===== src/rtl/trace_edge_taper_window_unit_macros.svh =====
// Assertion macros shared by the edge taper RTL.
`ifndef TRACE_EDGE_TAPER_WINDOW_UNIT_MACROS_SVH
`define TRACE_EDGE_TAPER_WINDOW_UNIT_MACROS_SVH

// Condition implies consequence in the same cycle.
`define TETW_ASSERT_NOW(label, clk, rst, cond, cons) \
   label: assert property (@(posedge clk) disable iff (rst) (cond) |-> (cons)) \
      else $error("edge taper assertion failed");

// Condition implies consequence in the next cycle.
`define TETW_ASSERT_NEXT(label, clk, rst, cond, cons) \
   label: assert property (@(posedge clk) disable iff (rst) (cond) |=> (cons)) \
      else $error("edge taper assertion failed");

`endif


===== src/rtl/tetw_pkg.sv =====
// Shared types, constants and envelope table functions for the edge taper.
package tetw_pkg;

   localparam int SAMPLE_BITS_DEF    = 24;
   localparam int ENV_TABLE_SIZE_DEF = 1024;
   localparam int MID_DEPTH          = 4;
   localparam int OUT_DEPTH          = 2;

   localparam logic [15:0] Q15_ONE = 16'h8000;

   // Shape codes.
   localparam logic [2:0] SHAPE_LINEAR = 3'd0;
   localparam logic [2:0] SHAPE_SINE   = 3'd1;
   localparam logic [2:0] SHAPE_COSINE = 3'd2;
   localparam logic [2:0] SHAPE_GAUSS1 = 3'd3;
   localparam logic [2:0] SHAPE_GAUSS2 = 3'd4;

   // Register indexes.
   localparam logic [2:0] CSR_TAPER_SHAPE  = 3'd0;
   localparam logic [2:0] CSR_TRACE_LEN    = 3'd1;
   localparam logic [2:0] CSR_START_LEN    = 3'd2;
   localparam logic [2:0] CSR_END_LEN      = 3'd3;
   localparam logic [2:0] CSR_FIRST_TRACES = 3'd4;
   localparam logic [2:0] CSR_LAST_TRACES  = 3'd5;
   localparam logic [2:0] CSR_TRACE_COUNT  = 3'd6;
   localparam logic [2:0] CSR_MIN_GAIN     = 3'd7;

   // Fixed-point constants of the envelope generator (Q2.30).
   localparam logic [63:0] Q30_ONE = 64'd1073741824;
   localparam logic [63:0] Q30_PIH = 64'd1686629713;
   localparam logic [63:0] Q30_E1  = 64'd395007543;
   localparam logic [63:0] Q30_A1  = 64'd4089907518;
   localparam logic [63:0] Q30_A2  = 64'd2147483648;

   typedef struct packed {
      logic [2:0]  taper_shape;
      logic [15:0] trace_len;
      logic [15:0] start_len;
      logic [15:0] end_len;
      logic [15:0] first_traces;
      logic [15:0] last_traces;
      logic [15:0] trace_count;
      logic [15:0] min_gain;
   } cfg_type;

   // Classified sample: counters and which gain factors apply.
   // jobs: 0 first-trace, 1 last-trace, 2 start edge, 3 end edge.
   typedef struct packed {
      logic [15:0] position;
      logic [15:0] trace;
      logic        first_sample;
      logic        last_sample;
      logic [3:0]  jobs;
   } desc_type;

   typedef struct packed {
      logic        start;
      logic [15:0] index;
      logic [15:0] span;
      logic        trace_gain;
   } env_req_type;

   typedef struct packed {
      logic        done;
      logic [15:0] factor;
   } env_rsp_type;

   // Q1.15 product rounded half up.
   function automatic logic [15:0] mul15(logic [15:0] a, logic [15:0] b);
      logic [31:0] p;
      p = 32'(a) * 32'(b) + 32'd16384;
      return p[30:15];
   endfunction

   function automatic logic [15:0] q30_to_q15(logic [63:0] v);
      logic [63:0] r;
      r = (v + 64'd16384) >> 15;
      return (r > 64'(Q15_ONE)) ? Q15_ONE : r[15:0];
   endfunction

   // Sine in Q2.30 at phase q of a table of 2**lg entries.
   function automatic logic [63:0] sine_q30(int unsigned q, int unsigned lg);
      logic [63:0] x, x2, t;
      x  = (64'(q) * Q30_PIH) >> lg;
      x2 = (x * x) >> 30;
      t  = Q30_ONE;
      t  = Q30_ONE - ((x2 * t) >> 30) / 110;
      t  = Q30_ONE - ((x2 * t) >> 30) / 72;
      t  = Q30_ONE - ((x2 * t) >> 30) / 42;
      t  = Q30_ONE - ((x2 * t) >> 30) / 20;
      t  = Q30_ONE - ((x2 * t) >> 30) / 6;
      return (x * t) >> 30;
   endfunction

   // Gaussian exp(-(a*(1-f))^2) in Q2.30.
   function automatic logic [63:0] gauss_q30(int unsigned q, int unsigned lg,
                                            logic [63:0] a);
      logic [63:0] u, y, n, r, t;
      u = (a * (64'(1 << lg) - 64'(q))) >> lg;
      y = (u * u) >> 30;
      n = y >> 30;
      r = y & (Q30_ONE - 64'd1);
      t = Q30_ONE;
      t = Q30_ONE - ((r * t) >> 30) / 10;
      t = Q30_ONE - ((r * t) >> 30) / 9;
      t = Q30_ONE - ((r * t) >> 30) / 8;
      t = Q30_ONE - ((r * t) >> 30) / 7;
      t = Q30_ONE - ((r * t) >> 30) / 6;
      t = Q30_ONE - ((r * t) >> 30) / 5;
      t = Q30_ONE - ((r * t) >> 30) / 4;
      t = Q30_ONE - ((r * t) >> 30) / 3;
      t = Q30_ONE - ((r * t) >> 30) / 2;
      t = Q30_ONE - ((r * t) >> 30);
      for (int k = 0; k < 64; k++) begin
         if (64'(k) < n) begin
            t = (t * Q30_E1 + (Q30_ONE >> 1)) >> 30;
         end
      end
      return t;
   endfunction

   // Q1.15 envelope table entry for the non-linear shapes.
   function automatic logic [15:0] env_q15(logic [2:0] shape, int unsigned q,
                                           int unsigned lg);
      logic [63:0] s;
      case (shape)
         SHAPE_SINE:   return q30_to_q15(sine_q30(q, lg));
         SHAPE_COSINE: begin
            s = sine_q30(q, lg);
            return q30_to_q15((s * s + (Q30_ONE >> 1)) >> 30);
         end
         SHAPE_GAUSS1: return q30_to_q15(gauss_q30(q, lg, Q30_A1));
         SHAPE_GAUSS2: return q30_to_q15(gauss_q30(q, lg, Q30_A2));
         default:      return 16'd0;
      endcase
   endfunction

endpackage


===== src/rtl/tetw_back.sv =====
// Back end: sequences the gain factors of a sample and applies the gain.
module tetw_back #(
   parameter int SAMPLE_BITS = tetw_pkg::SAMPLE_BITS_DEF
) (
   input  logic                   clock,
   input  logic                   reset,
   input  tetw_pkg::cfg_type      cfg,
   input  tetw_pkg::desc_type     mid_desc,
   input  logic [SAMPLE_BITS-1:0] mid_sample,
   input  logic                   mid_empty,
   output logic                   mid_pop,
   output tetw_pkg::env_req_type  env_req,
   input  tetw_pkg::env_rsp_type  env_rsp,
   output logic                   out_push,
   output logic [SAMPLE_BITS:0]   out_data,
   input  logic                   out_full
);
   import tetw_pkg::*;

   localparam int PW = SAMPLE_BITS + 17;
   localparam logic signed [PW-1:0] YMAX = PW'((longint'(1) << (SAMPLE_BITS - 1)) - 1);
   localparam logic signed [PW-1:0] YMIN = -PW'(longint'(1) << (SAMPLE_BITS - 1));

   typedef enum logic [2:0] {
      ST_FETCH, ST_NEXT, ST_WAIT, ST_MUL, ST_GAIN, ST_PROD, ST_OUT
   } state_type;

   state_type   state_ff;
   desc_type    desc_ff;
   logic signed [SAMPLE_BITS-1:0] x_ff;
   logic [2:0]  job_ff;
   logic        tg_pend_ff;
   logic [15:0] acc_ff, tgain_ff, factor_ff, g_ff;
   logic signed [PW-1:0] prod_ff;
   env_req_type req_ff;

   logic [15:0] len, cnt, job_index, job_span;
   logic        job_trace;
   logic signed [PW-1:0] rnd, shifted, sat;

   assign len = (cfg.trace_len == '0) ? 16'd1 : cfg.trace_len;
   assign cnt = (cfg.trace_count == '0) ? 16'd1 : cfg.trace_count;

   // Phase index and span of the current factor.
   always_comb begin
      job_trace = 1'b0;
      case (job_ff[1:0])
         2'd0: begin
            job_index = desc_ff.trace;
            job_span  = cfg.first_traces;
            job_trace = 1'b1;
         end
         2'd1: begin
            job_index = cnt - 16'd1 - desc_ff.trace;
            job_span  = cfg.last_traces;
            job_trace = 1'b1;
         end
         2'd2: begin
            job_index = desc_ff.position;
            job_span  = cfg.start_len;
         end
         default: begin
            job_index = len - 16'd1 - desc_ff.position;
            job_span  = cfg.end_len;
         end
      endcase
   end

   // Rounding of the final product and saturation.
   assign rnd      = prod_ff + PW'(16384);
   assign shifted  = rnd >>> 15;
   assign sat      = (shifted > YMAX) ? YMAX : ((shifted < YMIN) ? YMIN : shifted);

   assign mid_pop  = (state_ff == ST_FETCH) && !mid_empty;
   assign out_push = (state_ff == ST_OUT) && !out_full;
   assign out_data = {sat[SAMPLE_BITS-1:0], desc_ff.last_sample};
   assign env_req  = req_ff;

   always_ff @(posedge clock) begin
      if (reset) begin
         state_ff     <= ST_FETCH;
         req_ff.start <= 1'b0;
         tgain_ff     <= Q15_ONE;
         tg_pend_ff   <= 1'b0;
      end else begin
         req_ff.start <= 1'b0;
         unique case (state_ff)
            ST_FETCH: begin
               if (!mid_empty) begin
                  desc_ff    <= mid_desc;
                  x_ff       <= mid_sample;
                  acc_ff     <= Q15_ONE;
                  job_ff     <= '0;
                  tg_pend_ff <= mid_desc.first_sample;
                  state_ff   <= ST_NEXT;
               end
            end
            ST_NEXT: begin
               if (job_ff == 3'd2 && tg_pend_ff) begin
                  // Trace factors are done: keep them as this trace's gain.
                  tgain_ff   <= acc_ff;
                  acc_ff     <= Q15_ONE;
                  tg_pend_ff <= 1'b0;
               end else if (job_ff == 3'd4) begin
                  state_ff <= ST_GAIN;
               end else if (desc_ff.jobs[job_ff[1:0]]) begin
                  req_ff.start      <= 1'b1;
                  req_ff.index      <= job_index;
                  req_ff.span       <= job_span;
                  req_ff.trace_gain <= job_trace;
                  state_ff          <= ST_WAIT;
               end else begin
                  job_ff <= job_ff + 3'd1;
               end
            end
            ST_WAIT: begin
               if (env_rsp.done) begin
                  factor_ff <= env_rsp.factor;
                  state_ff  <= ST_MUL;
               end
            end
            ST_MUL: begin
               acc_ff   <= mul15(acc_ff, factor_ff);
               job_ff   <= job_ff + 3'd1;
               state_ff <= ST_NEXT;
            end
            ST_GAIN: begin
               g_ff     <= mul15(acc_ff, tgain_ff);
               state_ff <= ST_PROD;
            end
            ST_PROD: begin
               prod_ff  <= PW'(x_ff) * PW'($signed({1'b0, g_ff}));
               state_ff <= ST_OUT;
            end
            ST_OUT: begin
               if (!out_full) begin
                  state_ff <= ST_FETCH;
               end
            end
            default: state_ff <= ST_FETCH;
         endcase
      end
   end
endmodule


===== config.mk =====
export PLATFORM = sky130hd
export DESIGN_NAME = tetw_back
export DESIGN_NICKNAME = d
export VERILOG_FILES = /design/src/rtl/trace_edge_taper_window_unit_macros.svh /design/src/rtl/tetw_pkg.sv /design/src/rtl/tetw_back.sv
export SDC_FILE = /design/constraint.sdc
export NUM_CORES = 2
export LEC_CHECK = 0
export BUFFER_PORTS_ARGS = -buffer_cell sky130_fd_sc_hd__buf_2
export CAP_MARGIN = 25
export CORE_MARGIN = 5
export CORE_UTILIZATION = 64
export DETAILED_ROUTE_END_ITERATION = 8
export GPL_TIMING_DRIVEN = 0
export HOLD_SLACK_MARGIN = 0.12
export MAX_ROUTING_LAYER = met4
export PLACE_DENSITY = 0.84
export SLEW_MARGIN = 25
export SYNTH_ARGS = -nofsm -noshare
export SYNTH_HDL_FRONTEND = slang
export SYNTH_SLANG_ARGS = --single-unit

===== constraint.sdc =====
create_clock -name clock -period 8.8 [get_ports clock]
set_clock_uncertainty 0.05 [all_clocks]
set_input_delay 0.88 -clock clock [delete_from_list [all_inputs] [get_ports clock]]
set_output_delay 0.88 -clock clock [all_outputs]
set_load 0.05 [all_outputs]

== After elaboration in Yosys (flattened, before gate mapping) ==
Cells that the tools add are included.
Storage, ports and cells
  flip-flop bits (word level): 207
  latch bits: 0
  bits in writable memories: 0
  bits in read-only memories: 0
  input port bits: 198
  output and inout port bits: 61
  memories kept: 0
Operators by class
  $add $sub $neg: 8
  multiply operators: 3
  div/mod/pow operators: 0
  $lt $le $gt $ge: 3
  equality and inequality tests: 18
  shift operators: 0
  muxes and demuxes: 28
  bitwise logic cells: 5
  reductions and logical operators: 23
Operators with widths (count)
  case mux 16 bit (3 select lines): 3
  two-way mux 16 bit: 4
  adder 31 x 15 -> 31 bit (second input constant): 2
  multiplier 16 x 16 -> 31 bit: 2
  two-way mux 24 bit: 2
  adder 41 x 16 -> 41 bit (second input constant): 1
  multiplier 24 x 17 -> 41 bit: 1
  two-way mux 34 bit: 1
  logical NOT 16 bit: 2
  subtractor 16 x 1 -> 16 bit (second input constant): 2
  subtractor 16 bit: 2
  two-way mux 3 bit: 10
  > comparator 26 x 24 -> 1 bit (second input constant): 1
  < comparator 26 x 24 -> 1 bit (second input constant): 1
  case mux 3 bit (7 select lines): 1
  inequality test 2 bit (second input constant): 7
  == test 3 bit (second input constant): 4
  AND reduction 5 bit: 2
  == test 3 x 2 -> 1 bit (second input constant): 3
  case mux 3 bit (3 select lines): 1
  AND reduction 3 bit: 3
  AND reduction 2 bit: 3
  AND reduction 6 bit: 1
  inverter 1 bit: 5
  other kinds (18): 24

== Depth between registers and ports, before layout ==
  depth after elaboration: 6
  depth in mapped cells: 25
  depth with buffers taken out: 23

== Worst setup path before layout ==
Ideal clock, no wire load.
  path type: register to register
  from: reg tgain_ff[8]
  to: reg g_ff[15], data pin
  library setup time: 0.260 ns
  data arrival time: 5.989 ns
  required time: 8.490 ns
  setup slack: 2.502 ns
  stages on the path, launching flop included: 26
  path buffers: 2
  period minus slack after synthesis: 6.298 ns
  cells stage by stage: dfxtp_1 > clkbuf_1 > clkbuf_1 > nand2_1 > fa_1 > inv_1 > fa_1 > inv_1 > fa_1 > inv_1 > fa_1 > fa_1 > inv_1 > fa_1 > inv_1 > ha_1 > a21o_1 > a211oi_2 > nor2_1 > nor2_1 > a2bb2oi_2 > a21oi_1 > o221a_2 > or3_1 > a31oi_1 > xnor2_1
On the way
  cells in the longest elaborated chain, start to end: 2
Ends and longest elaborated chain
  start: declaration: RTL line tetw_back.sv:33  | logic [15:0] acc_ff, tgain_ff, factor_ff, g_ff;
  start signal: assignment: RTL line tetw_back.sv:83  | tgain_ff <= Q15_ONE;
  start signal: assignment: RTL line tetw_back.sv:101  | tgain_ff <= acc_ff;
  multiplier 16 x 16 -> 31 bit: RTL line tetw_pkg.sv:71  | p = 32'(a) * 32'(b) + 32'd16384;
  adder 31 x 15 -> 31 bit: RTL line tetw_pkg.sv:71
  end signal: assignment: RTL line tetw_back.sv:128  | g_ff <= mul15(acc_ff, tgain_ff);
  end: declaration: RTL line tetw_back.sv:33
No other way between the ends.
A chain may end at the register's enable or synchronous reset.

== Worst setup path after layout ==
  from: reg g_ff[6]
  to: reg prod_ff[40], data pin
On the way
  cells in the longest elaborated chain, start to end: 1
Ends and longest elaborated chain
  multiplier 24 x 17 -> 41 bit: RTL line tetw_back.sv:132  | prod_ff <= PW'(x_ff) * PW'($signed({1'b0, g_ff}));
  end signal: assignment: RTL line tetw_back.sv:132
  end: declaration: RTL line tetw_back.sv:34  | logic signed [PW-1:0] prod_ff;
No other way between the ends.

==> flow_summary.toml <==
[clocking]
cts-buffers-inserted = 17
postCtsSetupRepairBufs = 0
post_cts_resized = 0
clkTransAtPathRegs_ns = 0.09
cts_tree = "done"
hold_buffers = 0
htreeDepth = 4
cts_root_buf = "clkbuf_16"
cts_sinks = 193
clk_latency_ns = 0.53
clk_path_buf_depth = 2

[grt]
grt_usage = 0.326
grt_antenna_before_repair = 3
grt_pass1_vias = 31900
grt_max_degree = 25
grt_pass1_wl_um = 164000
gr-total-overflow = 0

[logic_synthesis]
syn_inst = 4079
syn_area_um2 = 38600
syn_avg_cell_area_um2 = 9.47
synth_edf_count = 172
synth-async-reset-ratio = 0
yosysUniqueCellTypes = 71
ys_ff_latch = 193
ys.flop_type = "edfxtp_1"
yosysWarnings = 0
yosysSeqAreaShare = 0.145
postSynthNetCount = 5388

[sta]
worst_pin_slew_ns = 0.968
fmax_mhz = 129
rsz0062_at_grt = "no"
finalCritPeriodShare = 0.878
setup_viol = 0
slew-limit-headroom = 0.355
setup-tns-final_ns = 0
layout_min_cycle_time_ns = 7.73
maxSlewViolCount = 0
timing.final.hold_violations = 0

[setup_path]
crit_chain = "clkbuf_1 > and2_1 > fa_1 > inv_1 > fa_1 > fa_1 > fa_1 > inv_1 > fa_1 > inv_1 > fa_1 > inv_1 > ha_1 > nand4_1 > a21oi_1 > a21oi_1 > o31ai_4 > nand4_1 > a31oi_1 > o2111ai_1 > a311oi_2 > a21oi_1 > xnor2_1"
crit_required_ns = 9.02
slowest_stage = "clkbuf_1"
cp-end-kind = "register"
startpoint_type = "register"
path_max_fanout = 10
crit_path_max_incr_delay_ns = 0.63
path_class = "reg -> reg"
worstPathArrival_ns = 7.94
path_common_cell = "fa_1"

[routing]
postRouteAntennaNets = 0
drc = 0
drt_iter0_drc = 2572
wirelength_um = 101000
vias_per_cell = 5.68
wl_per_cell_um = 19.6
drt_pass1_iterations = 8
vias = 29300

[place]
io_buffers = 238
place_congestion = 0.990
place_hpwl_um = 83000
dp.cells = 5113
placed_area_um2 = 41000

[floorplan]
start_util = 0.643
die_y_um = 256
core_area_um2 = 60100
die_x_um = 256
die_area_um2 = 65400
io_pins = 259
core.rowCount = 90

[layout]
finalNonFillerCells = 5150
fin_util = 0.693
final_cell_mix = "964 x inv_1, 763 x fa_1, 568 x nand2_1"
area_growth_pct = 7.83
drive_above_1_share = 0.0724
design_area_um2 = 41700
fin_nets = 5659
final_common_cell = "inv_1"

[status]
outcome = "finished, final reports clean"

[worst_hold_path]
hp-class = "reg -> reg"

[run]
maxCapViolCount = 0
## sequential cells by signal, indices dropped and copies added (netlist names), 3 cells and up
name and count:
tgain_ff 16, g_ff 16, state_ff 3, acc_ff 16, factor_ff 16, x_ff 24
prod_ff 27, env_req 34, job_ff 3, desc_ff 36
## layout make-up
class                      count  area (um2)
multi-input combinational   2725       28700
fill                        4488       18500
sequential                   193        5590
inverter                     964        3620
timing repair buffer         252        1340
tap                          782         978
buffer                       197         743
clock buffer                  17         425
clock inverter                15         231
antenna                        5        12.5
## stage by stage
stage	hold slack [ns]	setup slack, ns
after floorplan	0.398	2.50
after global placement	0.410	1.22
after detailed placement	0.435	1.21
after CTS	0.445	1.13
after global routing	0.450	0.703
final	0.447	1.07
## path summary, 6_finish.rpt
check	start	slack (ns)	to	cells after the start
worst min-delay path	tg_pend_ff	0.45	tg_pend_ff	2
worst min register to register	tg_pend_ff	0.45	tg_pend_ff	2
worst max register to register	g_ff[6]	1.07	prod_ff[40]	23
worst max-delay path	g_ff[6]	1.07	prod_ff[40]	23
## cells by family (layout without fill, tap and decap cells)
kind of cell / count (synthesis) / in the layout / share of synthesized area
and+or+nand+nor: 1175 / 1175 / 0.148
buffers and inverters: 1161 / 1445 / 0.113
adders and majority gates: 1111 / 1111 / 0.508
AOI/OAI and AO/OA: 294 / 294 / 0.0528
DFF: 193 / 193 / 0.145
xor gates and xnor gates: 123 / 123 / 0.0279
muxes: 22 / 22 / 0.00609
other: 0 / 5 / 0
## worst max-delay path, delay by kind of cell (launching register included)
kind | cells | cell delay (ns)
AOI/OAI and AO/OA | 7 | 1.87
xor gates and xnor gates | 1 | 0.38
adders and majority gates | 7 | 3.17
buffers and inverters | 5 | 0.87
DFF | 1 | 0.53
and+or+nand+nor | 3 | 0.57
## synth_stat cells, types with 21 or more instances
cell type | count | share of area
a21o_1 | 35 | 0.0068
a21oi_1 | 92 | 0.012
a222oi_1 | 21 | 0.0054
and2_1 | 389 | 0.063
clkbuf_1 | 194 | 0.019
dfxtp_1 | 21 | 0.011
edfxtp_1 | 172 | 0.13
fa_1 | 763 | 0.40
ha_1 | 348 | 0.11
inv_1 | 964 | 0.094
nand2_1 | 568 | 0.055
nand3_1 | 23 | 0.0030
nor2_1 | 80 | 0.0078
nor3_1 | 26 | 0.0034
o21ai_0 | 51 | 0.0066
xnor2_1 | 83 | 0.019
xor2_1 | 40 | 0.0091
## metal layers
layer / wire length, um / up-vias / GRT usage
met5: 0 / - / -
met4: 5000 / 0 / 0.142
met3: 10100 / 325 / 0.0756
met2: 48700 / 1622 / 0.526
met1: 36900 / 14500 / 0.398
li1: - / 12800 / -
Power is left out: the tool's default activity adds up to more than one toggle a clock period on the data nets, which glitch-free logic cannot reach.
