`src/rtl/trace_edge_taper_window_unit_macros.svh`:
```
// Assertion macros shared by the edge taper RTL.
`ifndef TRACE_EDGE_TAPER_WINDOW_UNIT_MACROS_SVH
`define TRACE_EDGE_TAPER_WINDOW_UNIT_MACROS_SVH

// Condition implies consequence in the same cycle.
`define TETW_ASSERT_NOW(label, clk, rst, cond, cons) \
   label: assert property (@(posedge clk) disable iff (rst) (cond) |-> (cons)) \
      else $error("edge taper assertion failed");

// Condition implies consequence in the next cycle.
`define TETW_ASSERT_NEXT(label, clk, rst, cond, cons) \
   label: assert property (@(posedge clk) disable iff (rst) (cond) |=> (cons)) \
      else $error("edge taper assertion failed");

`endif

```
`src/rtl/tetw_fifo.sv`:
```
// Small first-in first-out queue with full and empty flags.
module tetw_fifo #(
   parameter int WIDTH = 8,
   parameter int DEPTH = 2
) (
   input  logic             clock,
   input  logic             reset,
   input  logic             push,
   input  logic [WIDTH-1:0] data_in,
   output logic             full,
   input  logic             pop,
   output logic [WIDTH-1:0] data_out,
   output logic             empty
);
   localparam int PW = (DEPTH > 1) ? $clog2(DEPTH) : 1;
   localparam int CW = $clog2(DEPTH + 1);

   logic [WIDTH-1:0] mem [DEPTH];
   logic [PW-1:0]    wr_ptr_ff, rd_ptr_ff;
   logic [CW-1:0]    count_ff;
   logic             do_push, do_pop;

   assign full     = (count_ff == CW'(DEPTH));
   assign empty    = (count_ff == '0);
   assign do_push  = push && !full;
   assign do_pop   = pop && !empty;
   assign data_out = mem[rd_ptr_ff];

   // Storage is written at the tail.
   always_ff @(posedge clock) begin
      if (do_push) begin
         mem[wr_ptr_ff] <= data_in;
      end
   end

   // Pointers and fill count.
   always_ff @(posedge clock) begin
      if (reset) begin
         wr_ptr_ff <= '0;
         rd_ptr_ff <= '0;
         count_ff  <= '0;
      end else begin
         if (do_push) begin
            wr_ptr_ff <= (wr_ptr_ff == PW'(DEPTH - 1)) ? '0 : wr_ptr_ff + 1'b1;
         end
         if (do_pop) begin
            rd_ptr_ff <= (rd_ptr_ff == PW'(DEPTH - 1)) ? '0 : rd_ptr_ff + 1'b1;
         end
         if (do_push && !do_pop) begin
            count_ff <= count_ff + 1'b1;
         end else if (do_pop && !do_push) begin
            count_ff <= count_ff - 1'b1;
         end
      end
   end
endmodule

```
`config.mk`:
```
export PLATFORM = sky130hd
export DESIGN_NAME = tetw_fifo
export DESIGN_NICKNAME = d
export VERILOG_FILES = /design/src/rtl/trace_edge_taper_window_unit_macros.svh /design/src/rtl/tetw_fifo.sv
export SDC_FILE = /design/constraint.sdc
export NUM_CORES = 1
export LEC_CHECK = 0
export BUFFER_PORTS_ARGS = -buffer_cell sky130_fd_sc_hd__buf_2
export CELL_PAD_IN_SITES_DETAIL_PLACEMENT = 0
export CELL_PAD_IN_SITES_GLOBAL_PLACEMENT = 1
export CORE_MARGIN = 8
export CORE_UTILIZATION = 39
export DETAILED_ROUTE_END_ITERATION = 7
export PLACE_DENSITY_LB_ADDON = 0.1
export SLEW_MARGIN = 10
export SYNTH_ARGS = -nofsm -noshare
export SYNTH_HDL_FRONTEND = slang
export SYNTH_SLANG_ARGS = --single-unit
export TNS_END_PERCENT = 50
```
`constraint.sdc`:
```
create_clock -name clock -period 1.99 [get_ports clock]
set_input_delay 0.398 -clock clock [delete_from_list [all_inputs] [get_ports clock]]
set_output_delay 0.398 -clock clock [all_outputs]
set_load 0.005 [all_outputs]
```
; Word level (Yosys, flattened, before mapping)
; Memories as Yosys holds them, arrays and structs flattened. A register that Yosys moved wholly into a read port is not among the register bits.
; Index checks and enable logic that the tools add are counted.
[totals]
memories = 1
ramBits = 16
inputBits = 12
output_inout_bits = 10
romBits = 0
reg_bits = 4
latchBits = 0
wordCells = 27
[memory_table]
columns = name, depth, width, read_ports, rd_clocked_by_memory_dff, write_ports, line_no
row1 = mem, 2, 8, 1, 1, 1, tetw_fifo.sv:18  ; logic [WIDTH-1:0] mem [DEPTH];
[op_classes]
n_div = 0
n_lt_le_gt_ge = 0
add_sub_neg = 4
n_reduce_logical = 10
eq_ne = 1
muxes = 8
bitwise = 0
shift = 0
n_mul = 0
[ops]
columns = cell, count
row1 = $mux W1, 6
row2 = $logic_and A1 B1 Y1, 4
row3 = $logic_not A1 Y1, 4
row4 = $mux W2, 2
row5 = $add A1 B1 Y1 const B, 2
row6 = $add A2 B1 Y2 const B, 1
row7 = $eq A2 B2 Y1 const B, 1
row8 = $logic_not A2 Y1, 1
row9 = $reduce_bool A2 Y1, 1
row10 = $sub A2 B1 Y2 const B, 1

; Logic depth before layout (Yosys ltp)
; Gate-level depths: netlist of run 1.
[logic_depth]
word_depth = 7
ltp_mapped = 6
depth_no_buf = 6

; Worst setup path after synthesis of run 1
; OpenSTA, ideal clock, no wires.
[synth_timing]
kind = register -> register
start = register count_ff[0]
end = register count_ff[1]
t_arrival_ns = 1.386
synth_period_minus_slack_ns = 1.455
path_stages_with_launch = 5
setup_time_ns = 0.070
setup_slack_ns = 0.535
n_path_buf = 0
t_required_ns = 1.920
path_cell_list = dfxtp_1 o21ai_0 ha_1 or3_1 a21oi_1
[synth_via]
elab_chain_cells = 6
word_cells_on_any_way = 15
classes_between = add/sub: 2 / eq/ne: 1 / mux: 2 / reduce/logical: 10
[synth_rtl]
columns = item, line_no
row1 = start: declaration, tetw_fifo.sv:20  ; logic [CW-1:0] count_ff;
row2 = start signal: assignment, tetw_fifo.sv:50  ; count_ff <= count_ff + 1'b1;
row3 = start signal: assignment, tetw_fifo.sv:52  ; count_ff <= count_ff - 1'b1;
row4 = $eq A2 B2 Y1 or $logic_not A2 Y1 (tied branches), "tetw_fifo.sv:23, tetw_fifo.sv:24"
row5 = "$logic_not A1 Y1, on equally long branches", "tetw_fifo.sv:25, tetw_fifo.sv:26"
row6 = "$logic_and A1 B1 Y1, on equally long branches", "tetw_fifo.sv:25, tetw_fifo.sv:26"
row7 = "$logic_not A1 Y1, on equally long branches", "tetw_fifo.sv:51, tetw_fifo.sv:49"
row8 = "$logic_and A1 B1 Y1, on equally long branches", "tetw_fifo.sv:51, tetw_fifo.sv:49"
row9 = $reduce_bool A2 Y1 (no line) or $mux W2 (tied branches), --
; Several ways; a longest one is shown, not always the timed one. The select of a mux whose other input is x is not followed.
; A chain may end at the register's enable or synchronous reset.

==> results of run 1 <==
-- per-stage QoR --
step | area (µm²) | cells | power, mW | hold slack [ns]
2_1_floorplan | 793 | 50 | 0.825 | 0.452
3_3_place_gp | 927 | 97 | 0.947 | 0.482
3_5_place_dp | 927 | 97 | 0.945 | 0.481
4_1_cts | 953 | 101 | 1.14 | 0.274
5_1_grt | 953 | 101 | 1.21 | 0.261
6_report | 953 | 101 | 1.12 | 0.291
-- worst paths after layout --
kind / start / cells after the start / end / slack, ns
worst max-delay path: flip-flop / 2 / data_out[3] / 0.24
worst min-delay path: data_in[7] / 1 / mem[1][7] / 0.29
worst max register to register: count_ff[0] / 4 / count_ff[1] / 0.43
worst min register to register: wr_ptr_ff / 2 / wr_ptr_ff / 0.49
-- power groups by stage --
| stage | combinational [mW] | sequential [mW] | clock, mW |
|---|---|---|---|
| 2_1_floorplan | 0.228 | 0.597 | 0 |
| 3_3_place_gp | 0.321 | 0.627 | 0 |
| 3_5_place_dp | 0.318 | 0.627 | 0 |
| 4_1_cts | 0.322 | 0.618 | 0.205 |
| 5_1_grt | 0.357 | 0.628 | 0.221 |
| 6_report | 0.316 | 0.615 | 0.191 |
-- cell usage after synthesis (all sizes together) --
library cell  count  share of area, %
a21oi             2               1.3
nor2              5               2.4
buf               1              0.63
nor2b             1               1.1
mux2              8                11
dfxtp             5                13
inv               2              0.95
edfxtp           16                61
or3               2               1.6
xor2              3               3.3
and2              1              0.79
ha                1               1.6
o21ai             3               1.9
-- flip-flops by register name, summed over array words and instances, names as in the netlist, named ones only --
| signal | count |
|---|---|
| count_ff | 2 |
| mem | 16 |
| rd_ptr_ff | 1 |
| wr_ptr_ff | 1 |
-- kinds of logic (layout without fill, tap and decap cells) --
family          Yosys count  after routing  synth area share, %
flops                    21             21                 73.2
compound gates            5              5                 3.15
fa+ha+maj                 1              1                 1.58
xor+xnor                  3              3                 3.31
buf+inv                   3             27                 1.58
simple gates              9              9                 5.84
mux                       8              8                 11.4
-- worst max-delay path, stage by stage, from the launching register on --
cell and delay [ns]:
dfxtp_1 0.55, mux2_2 0.38, buf_2 0.13
-- cell type report --
| cell class | instances | area (µm²) |
|---|---|---|
| Clock buffer | 4 | 26.3 |
| Fill cell | 183 | 988 |
| Inverter | 2 | 7.51 |
| Multi-Input combinational cell | 26 | 200 |
| Sequential cell | 21 | 581 |
| Tap cell | 27 | 33.8 |
| Timing Repair Buffer | 21 | 105 |
-- metal layers --
layer	track usage, %	vias to the layer above	wire (µm)
li1	-	228	-
met1	8.00	217	552
met2	12.2	15	598
met3	3.34	0	95
met4	3.99	0	0
met5	0	-	0
==> run_results.csv, run 1 <==
group,metric,value,unit
outcome,status,"completed",
logic_synthesis,synth_area,793,µm²
timing,max_slew_margin,73.4,%
worst_hold_path,min_path_type,"in -> reg",
logic_synthesis,syn-num-nets,63,
timing,fin_skew,0.00133,ns
floorplan,start_util,40.9,%
floorplan,rows,16,
grt,grt_overflow,0,
worst_setup_path,cp.required,1.59,ns
logic_synthesis,ys_seq_area_share,73.2,%
cts,post_cts_buffers,0,
timing,fin_tns_setup,0,ns
route,drt_pass1_iterations,4,
cts,clockRootBuffer,"clkbuf_4",
timing,slew_viol_final,0,
power,pwr-share-seq,54.9,%
power,p_leak,0.378,nW
cts,cts_hold_buf,0,
timing,finalHoldViolations,0,
logic_synthesis,synth_cell_types,13,
grt,grt_pass1_vias,480,
layout,final_cell_mix,"21 x buf_2, 16 x edfxtp_1, 8 x mux2_2",
power,p_int,808,µW
floorplan,ios,22,
cts,clock_path_buffers,2,
route,wirelength,1250,µm
placement,place_ws,0.432,ns
worst_setup_path,cp_max_fo,8,
logic_synthesis,synthCells,50,
placement,hpwlAfterDp,905,µm
cts,cts_tree,"yes",
timing,setup_violations,0,
power,swShare,28.0,%
timing,post-route-min-period,1.75,ns
layout,utilization,49.1,%
flow_run,cap_viol_max_count,0,
grt,antenna_found_initial,0,
worst_setup_path,critPathKind,"reg -> out",
layout,n_antenna_cell,0,
timing,rsz0062_at_grt,"false",
timing,setup_ws,0.238,ns
floorplan,floorplan.die_area,0.00373,mm²
layout,area_delta_synth_final,20.2,%
floorplan,die_w,61.1,µm
route,vias,460,
power,power_per_cell_area,1180,mW/mm²
cts,cts.sinks,21,
cts,clock_latency,0.29,ns
power,switchingPower,314,µW
route,ant_nets,0,
placement,port_buffers,21,
timing,fmax,571,MHz
layout,drive_above_1_share,44.6,%
power,peakVddDrop,0.000509,V
grt,grt_max_degree,12,
timing,post-route-period-util,88.0,%
power,p_comb_share,28.1,%
cts,htree_levels,1,
logic_synthesis,synth.avg_cell_area,15.9,µm²
cts,post_cts_resized,0,
logic_synthesis,ys_warn_count,0,
grt,track_usage,7.52,%
power,clkPwrFrac,17.0,%
grt,grt_pass1_wl,2030,µm
logic_synthesis,yosys_register_bits,21,
cts,cts_made_buffers,3,
cts,clkTransAtPathRegs,0.10,ns
floorplan,fp.dieH,61.1,µm
timing,worst_pin_slew,0.399,ns
route,drc,0,
worst_setup_path,end_kind,"output port",
worst_setup_path,start_kind,"flip-flop",
floorplan,coreArea,0.00194,mm²
layout,nets,88,
worst_setup_path,crit_arrival,1.35,ns
route,viasPerCell,4.55,
layout,layout_commonest_cell,"buf_2",
placement,globalplace.congestion,0.706,
route,drtIter0Drc,9,
route,post_drt_wl_per_cell,12.3,µm
Note: power is estimated with default switching activity, not from simulation.
==> run 2: changes to the inputs <==
CORE_ASPECT_RATIO = 1.5   (was unset)
SETUP_SLACK_MARGIN = 0.02   (was unset)
==> run_results.csv, run 2 (synthesized netlist as in run 1, its figures left out) <==
group,metric,value,unit
cts,cts_tree,"yes",
floorplan,ios,22,
outcome,status,"completed",
worst_setup_path,end_kind,"output port",
layout,final_cell_area,947,µm²
grt,track_usage,8.46,%
worst_setup_path,critPathKind,"reg -> out",
worst_setup_path,reg2reg_to,"count_ff[1]",
cts,post_cts_buffers,0,
floorplan,floorplan.die_area,0.00376,mm²
power,swShare,28.0,%
route,wirelength,1360,µm
route,viasPerCell,4.74,
floorplan,die_w,52.8,µm
floorplan,start_util,40.1,%
placement,globalplace.congestion,0.612,
placement,port_buffers,21,
cts,clock_latency,0.28,ns
placement,hpwlAfterDp,1080,µm
worst_hold_path,min_path_type,"in -> reg",
worst_hold_path,min_path_cells,1,
layout,area_delta_synth_final,19.4,%
worst_setup_path,cp_max_fo,8,
grt,grt_pass1_vias,519,
floorplan,coreArea,0.00198,mm²
power,peakVddDrop,0.000628,V
cts,clkTransAtPathRegs,0.10,ns
timing,finalHoldViolations,0,
timing,rsz0062_at_grt,"false",
power,switchingPower,315,µW
timing,setup_violations,0,
worst_setup_path,cp_top_family,"flip-flops",
grt,grt_max_degree,12,
route,drt_pass1_iterations,4,
layout,nets,88,
layout,layout_commonest_cell,"buf_2",
cts,clockRootBuffer,"clkbuf_4",
grt,antenna_found_initial,0,
worst_setup_path,cpPeakStageDelay,0.53,ns
route,ant_nets,0,
layout,final_cell_mix,"21 x buf_2, 16 x edfxtp_1, 8 x mux2_2",
timing,max_slew_margin,74.2,%
route,vias,455,
floorplan,rows,20,
layout,instances_no_fill,96,
worst_setup_path,r2r_slack,0.42,ns
cts,cts.sinks,21,
timing,slew_viol_final,0,
power,p_leak,0.378,nW
worst_setup_path,crit_arrival,1.33,ns
cts,cts_hold_buf,0,
worst_hold_path,holdPathEnd,"mem[1][7]",
cts,htree_levels,1,
power,pwr-share-seq,55.0,%
floorplan,fp.dieH,71.2,µm
timing,fin_tns_setup,0,ns
timing,fin_skew,0.00139,ns
power,clkPwrFrac,16.7,%
worst_setup_path,cp.required,1.59,ns
flow_run,cap_viol_max_count,0,
layout,n_antenna_cell,0,
grt,grt_pass1_wl,2440,µm
route,post_drt_wl_per_cell,14.1,µm
worst_setup_path,crit_buf_inv,1,
timing,worst_pin_slew,0.386,ns
cts,post_cts_resized,0,
power,power_per_cell_area,1190,mW/mm²
timing,post-route-period-util,87.1,%
worst_setup_path,rr_startpoint,"count_ff[1]",
worst_setup_path,start_kind,"flip-flop",
timing,fmax,577,MHz
timing,post-route-min-period,1.73,ns
worst_hold_path,hold_start,"data_in[7]",
layout,largest-register,"mem",
worst_setup_path,rr_worst_depth,5,
layout,multi_input_area,200,µm²
placement,dp_cells,92,
placement,postPlaceCellArea,921,µm²
power,p_int,808,µW
worst_setup_path,slowest_stage,"dfxtp_1",
route,drtIter0Drc,7,
layout,largest_reg_flops,16,
worst_setup_path,crit_chain,"mux2_2 -> buf_2",
layout,regArea,581,µm²
layout,drive_above_1_share,44.6,%
cts,cts_made_buffers,3,
power,p_comb_share,28.2,%
layout,largestRegisters,"mem: 16 flops, count_ff: 2 flops",
cts,clock_path_buffers,2,
grt,grt_overflow,0,
route,drc,0,
layout,n_fill_cell,182,
[run 2: cell counts in the layout (fill, tap and decap cells not counted)]
No cell type changed its count.
[run 2: per-stage QoR]
step	util (%)	power (mW)	worst slack (ns)	hold slack [ns]
final	47.9	1.12	0.257	0.295
after detailed placement	46.6	0.952	0.428	0.484
after global routing	47.9	1.22	0.131	0.273
after CTS	47.9	1.15	0.204	0.281
after global placement	46.6	0.946	0.458	0.474
after floorplan	-	0.825	0.535	0.452
[run 2: per-layer routing]
| metal | track usage (%) | wire, µm |
|---|---|---|
| met5 | 0 | 0 |
| met4 | 3.47 | 7 |
| met3 | 2.28 | 96 |
| met2 | 14.0 | 738 |
| met1 | 9.72 | 515 |
[run 2: power groups by stage]
stage                     combinational [mW]  sequential [mW]  clock, mW
after floorplan                        0.228            0.597          0
after global placement                 0.319            0.627          0
after detailed placement               0.323            0.629          0
after CTS                              0.326            0.621      0.204
after global routing                   0.369            0.634      0.221
final                                  0.317            0.618      0.188
[run 2: cell type report]
| class | instances | share of cell area, % |
|---|---|---|
| flip-flops and latches | 21 | 61.3 |
| multi-input cells | 26 | 21.1 |
| repair buffers | 21 | 11.1 |
| well taps | 22 | 2.91 |
| clock buffers | 4 | 2.77 |
| inverters | 2 | 0.793 |
[run 2: worst max path at each step]
stage,end,cells after the start
2_1_floorplan,count_ff[1],4
3_3_place_gp,count_ff[1],5
3_5_place_dp,count_ff[1],4
4_1_cts,data_out[4],2
5_1_grt,data_out[4],2
6_report,data_out[4],2
[run 2: worst register-to-register path, cell delays in order (launching register included)]
cell     delay, ns
dfxtp_1       0.40
nor2b_2       0.21
nor2_1        0.08
ha_1          0.31
or3_1         0.38
a21oi_1       0.13
==> run 3: changes to the inputs <==
MAX_ROUTING_LAYER = met4   (was unset)
==> run_results.csv, run 3 (synthesized netlist as in run 1, its figures left out) <==
group,metric,value,unit
timing,fin_tns_setup,0,ns
worst_setup_path,cp_max_fo,8,
cts,cts_hold_buf,0,
floorplan,die_w,52.8,µm
worst_setup_path,crit_arrival,1.33,ns
layout,nets,88,
cts,htree_levels,1,
power,peakVddDrop,0.000628,V
worst_setup_path,cp.required,1.59,ns
floorplan,start_util,40.1,%
cts,cts.sinks,21,
cts,cts_tree,"yes",
timing,max_slew_margin,74.2,%
timing,fin_skew,0.00144,ns
worst_hold_path,holdPathEnd,"mem[1][7]",
floorplan,ios,22,
layout,regArea,581,µm²
worst_hold_path,min_path_cells,1,
route,ant_nets,0,
layout,n_fill_cell,182,
worst_setup_path,reg2reg_to,"count_ff[1]",
placement,place_ws,0.428,ns
layout,largest-register,"mem",
placement,globalplace.congestion,0.616,
placement,port_buffers,21,
route,drt_pass1_iterations,4,
cts,post_cts_buffers,0,
floorplan,rows,20,
route,wirelength,1360,µm
placement,hpwlAfterDp,1080,µm
cts,cts_made_buffers,3,
layout,drive_above_1_share,44.6,%
timing,worst_pin_slew,0.386,ns
worst_setup_path,crit_buf_inv,1,
timing,finalHoldViolations,0,
floorplan,coreArea,0.00198,mm²
grt,track_usage,8.68,%
flow_run,cap_viol_max_count,0,
route,drc,0,
worst_setup_path,cpPeakStageDelay,0.53,ns
grt,grt_overflow,0,
route,viasPerCell,4.74,
route,vias,455,
layout,multi_input_area,200,µm²
worst_setup_path,r2r_slack,0.42,ns
layout,area_delta_synth_final,19.4,%
cts,clockRootBuffer,"clkbuf_4",
cts,clkTransAtPathRegs,0.10,ns
grt,grt_pass1_wl,2440,µm
worst_hold_path,hold_start,"data_in[7]",
route,drtIter0Drc,7,
worst_hold_path,min_path_type,"in -> reg",
grt,grt_max_degree,12,
grt,antenna_found_initial,0,
floorplan,fp.dieH,71.2,µm
timing,setup_violations,0,
grt,grt_pass1_vias,519,
outcome,status,"completed",
layout,largest_reg_flops,16,
worst_setup_path,cp.depth,2,
layout,largestRegisters,"mem: 16 flops, count_ff: 2 flops",
worst_setup_path,end_kind,"output port",
timing,post-route-period-util,87.1,%
power,p_leak,0.378,nW
worst_setup_path,rr_worst_depth,5,
layout,layout_commonest_cell,"buf_2",
power,power_per_cell_area,1180,mW/mm²
worst_setup_path,start_kind,"flip-flop",
timing,post-route-min-period,1.73,ns
cts,clock_path_buffers,2,
timing,fmax,577,MHz
worst_setup_path,slowest_stage,"dfxtp_1",
worst_setup_path,crit_chain,"mux2_2 -> buf_2",
worst_setup_path,rr_startpoint,"count_ff[1]",
worst_setup_path,cp_top_family,"flip-flops",
cts,clock_latency,0.28,ns
worst_setup_path,critPathKind,"reg -> out",
floorplan,floorplan.die_area,0.00376,mm²
layout,n_antenna_cell,0,
layout,final_cell_mix,"21 x buf_2, 16 x edfxtp_1, 8 x mux2_2",
timing,setup_ws,0.257,ns
timing,rsz0062_at_grt,"false",
route,post_drt_wl_per_cell,14.1,µm
cts,post_cts_resized,0,
timing,slew_viol_final,0,
## run 3: through the flow
step	hold WS, ns	utilization, %	power, mW	cells	area [µm²]
after floorplan	0.452	-	0.825	50	793
after global placement	0.474	46.6	0.946	92	921
after detailed placement	0.484	46.6	0.952	92	921
after CTS	0.281	47.9	1.15	96	947
after global routing	0.273	47.9	1.22	96	947
final	0.295	47.9	1.12	96	947
## run 3: cell type report
cell class | instances | share of cell area (%)
Sequential cell | 21 | 61.3
Tap cell | 22 | 2.91
Clock buffer | 4 | 2.77
Timing Repair Buffer | 21 | 11.1
Multi-Input combinational cell | 26 | 21.1
Inverter | 2 | 0.793
## run 3: worst max-delay path by stage
stage	start	to	slack (ns)
floorplan	count_ff[0]	count_ff[1]	0.53
global placement	count_ff[1]	count_ff[1]	0.46
detailed placement	count_ff[0]	count_ff[1]	0.43
CTS	flip-flop	data_out[4]	0.20
global route	flip-flop	data_out[4]	0.13
finish	flip-flop	data_out[4]	0.26
## run 3: routing by layer
layer  up-vias  part of all wire, %  GRT usage, %
met5         -                    0             -
met4         0                 0.52          3.47
met3         2                  6.0          1.86
met2        12                   54          14.0
met1       212                   39          9.97
li1        229                    -             -
## run 3: worst reg2reg max path, stage by stage (launching register included)
cell and delay (ns):
dfxtp_1 0.40, nor2b_2 0.21, nor2_1 0.07, ha_1 0.31, or3_1 0.38, a21oi_1 0.13
## run 3: power by group
| group | internal, mW | switching (mW) |
|---|---|---|
| logic | 0.171 | 0.146 |
| clock network | 0.0778 | 0.110 |
| registers | 0.559 | 0.0580 |
| total | 0.808 | 0.315 |
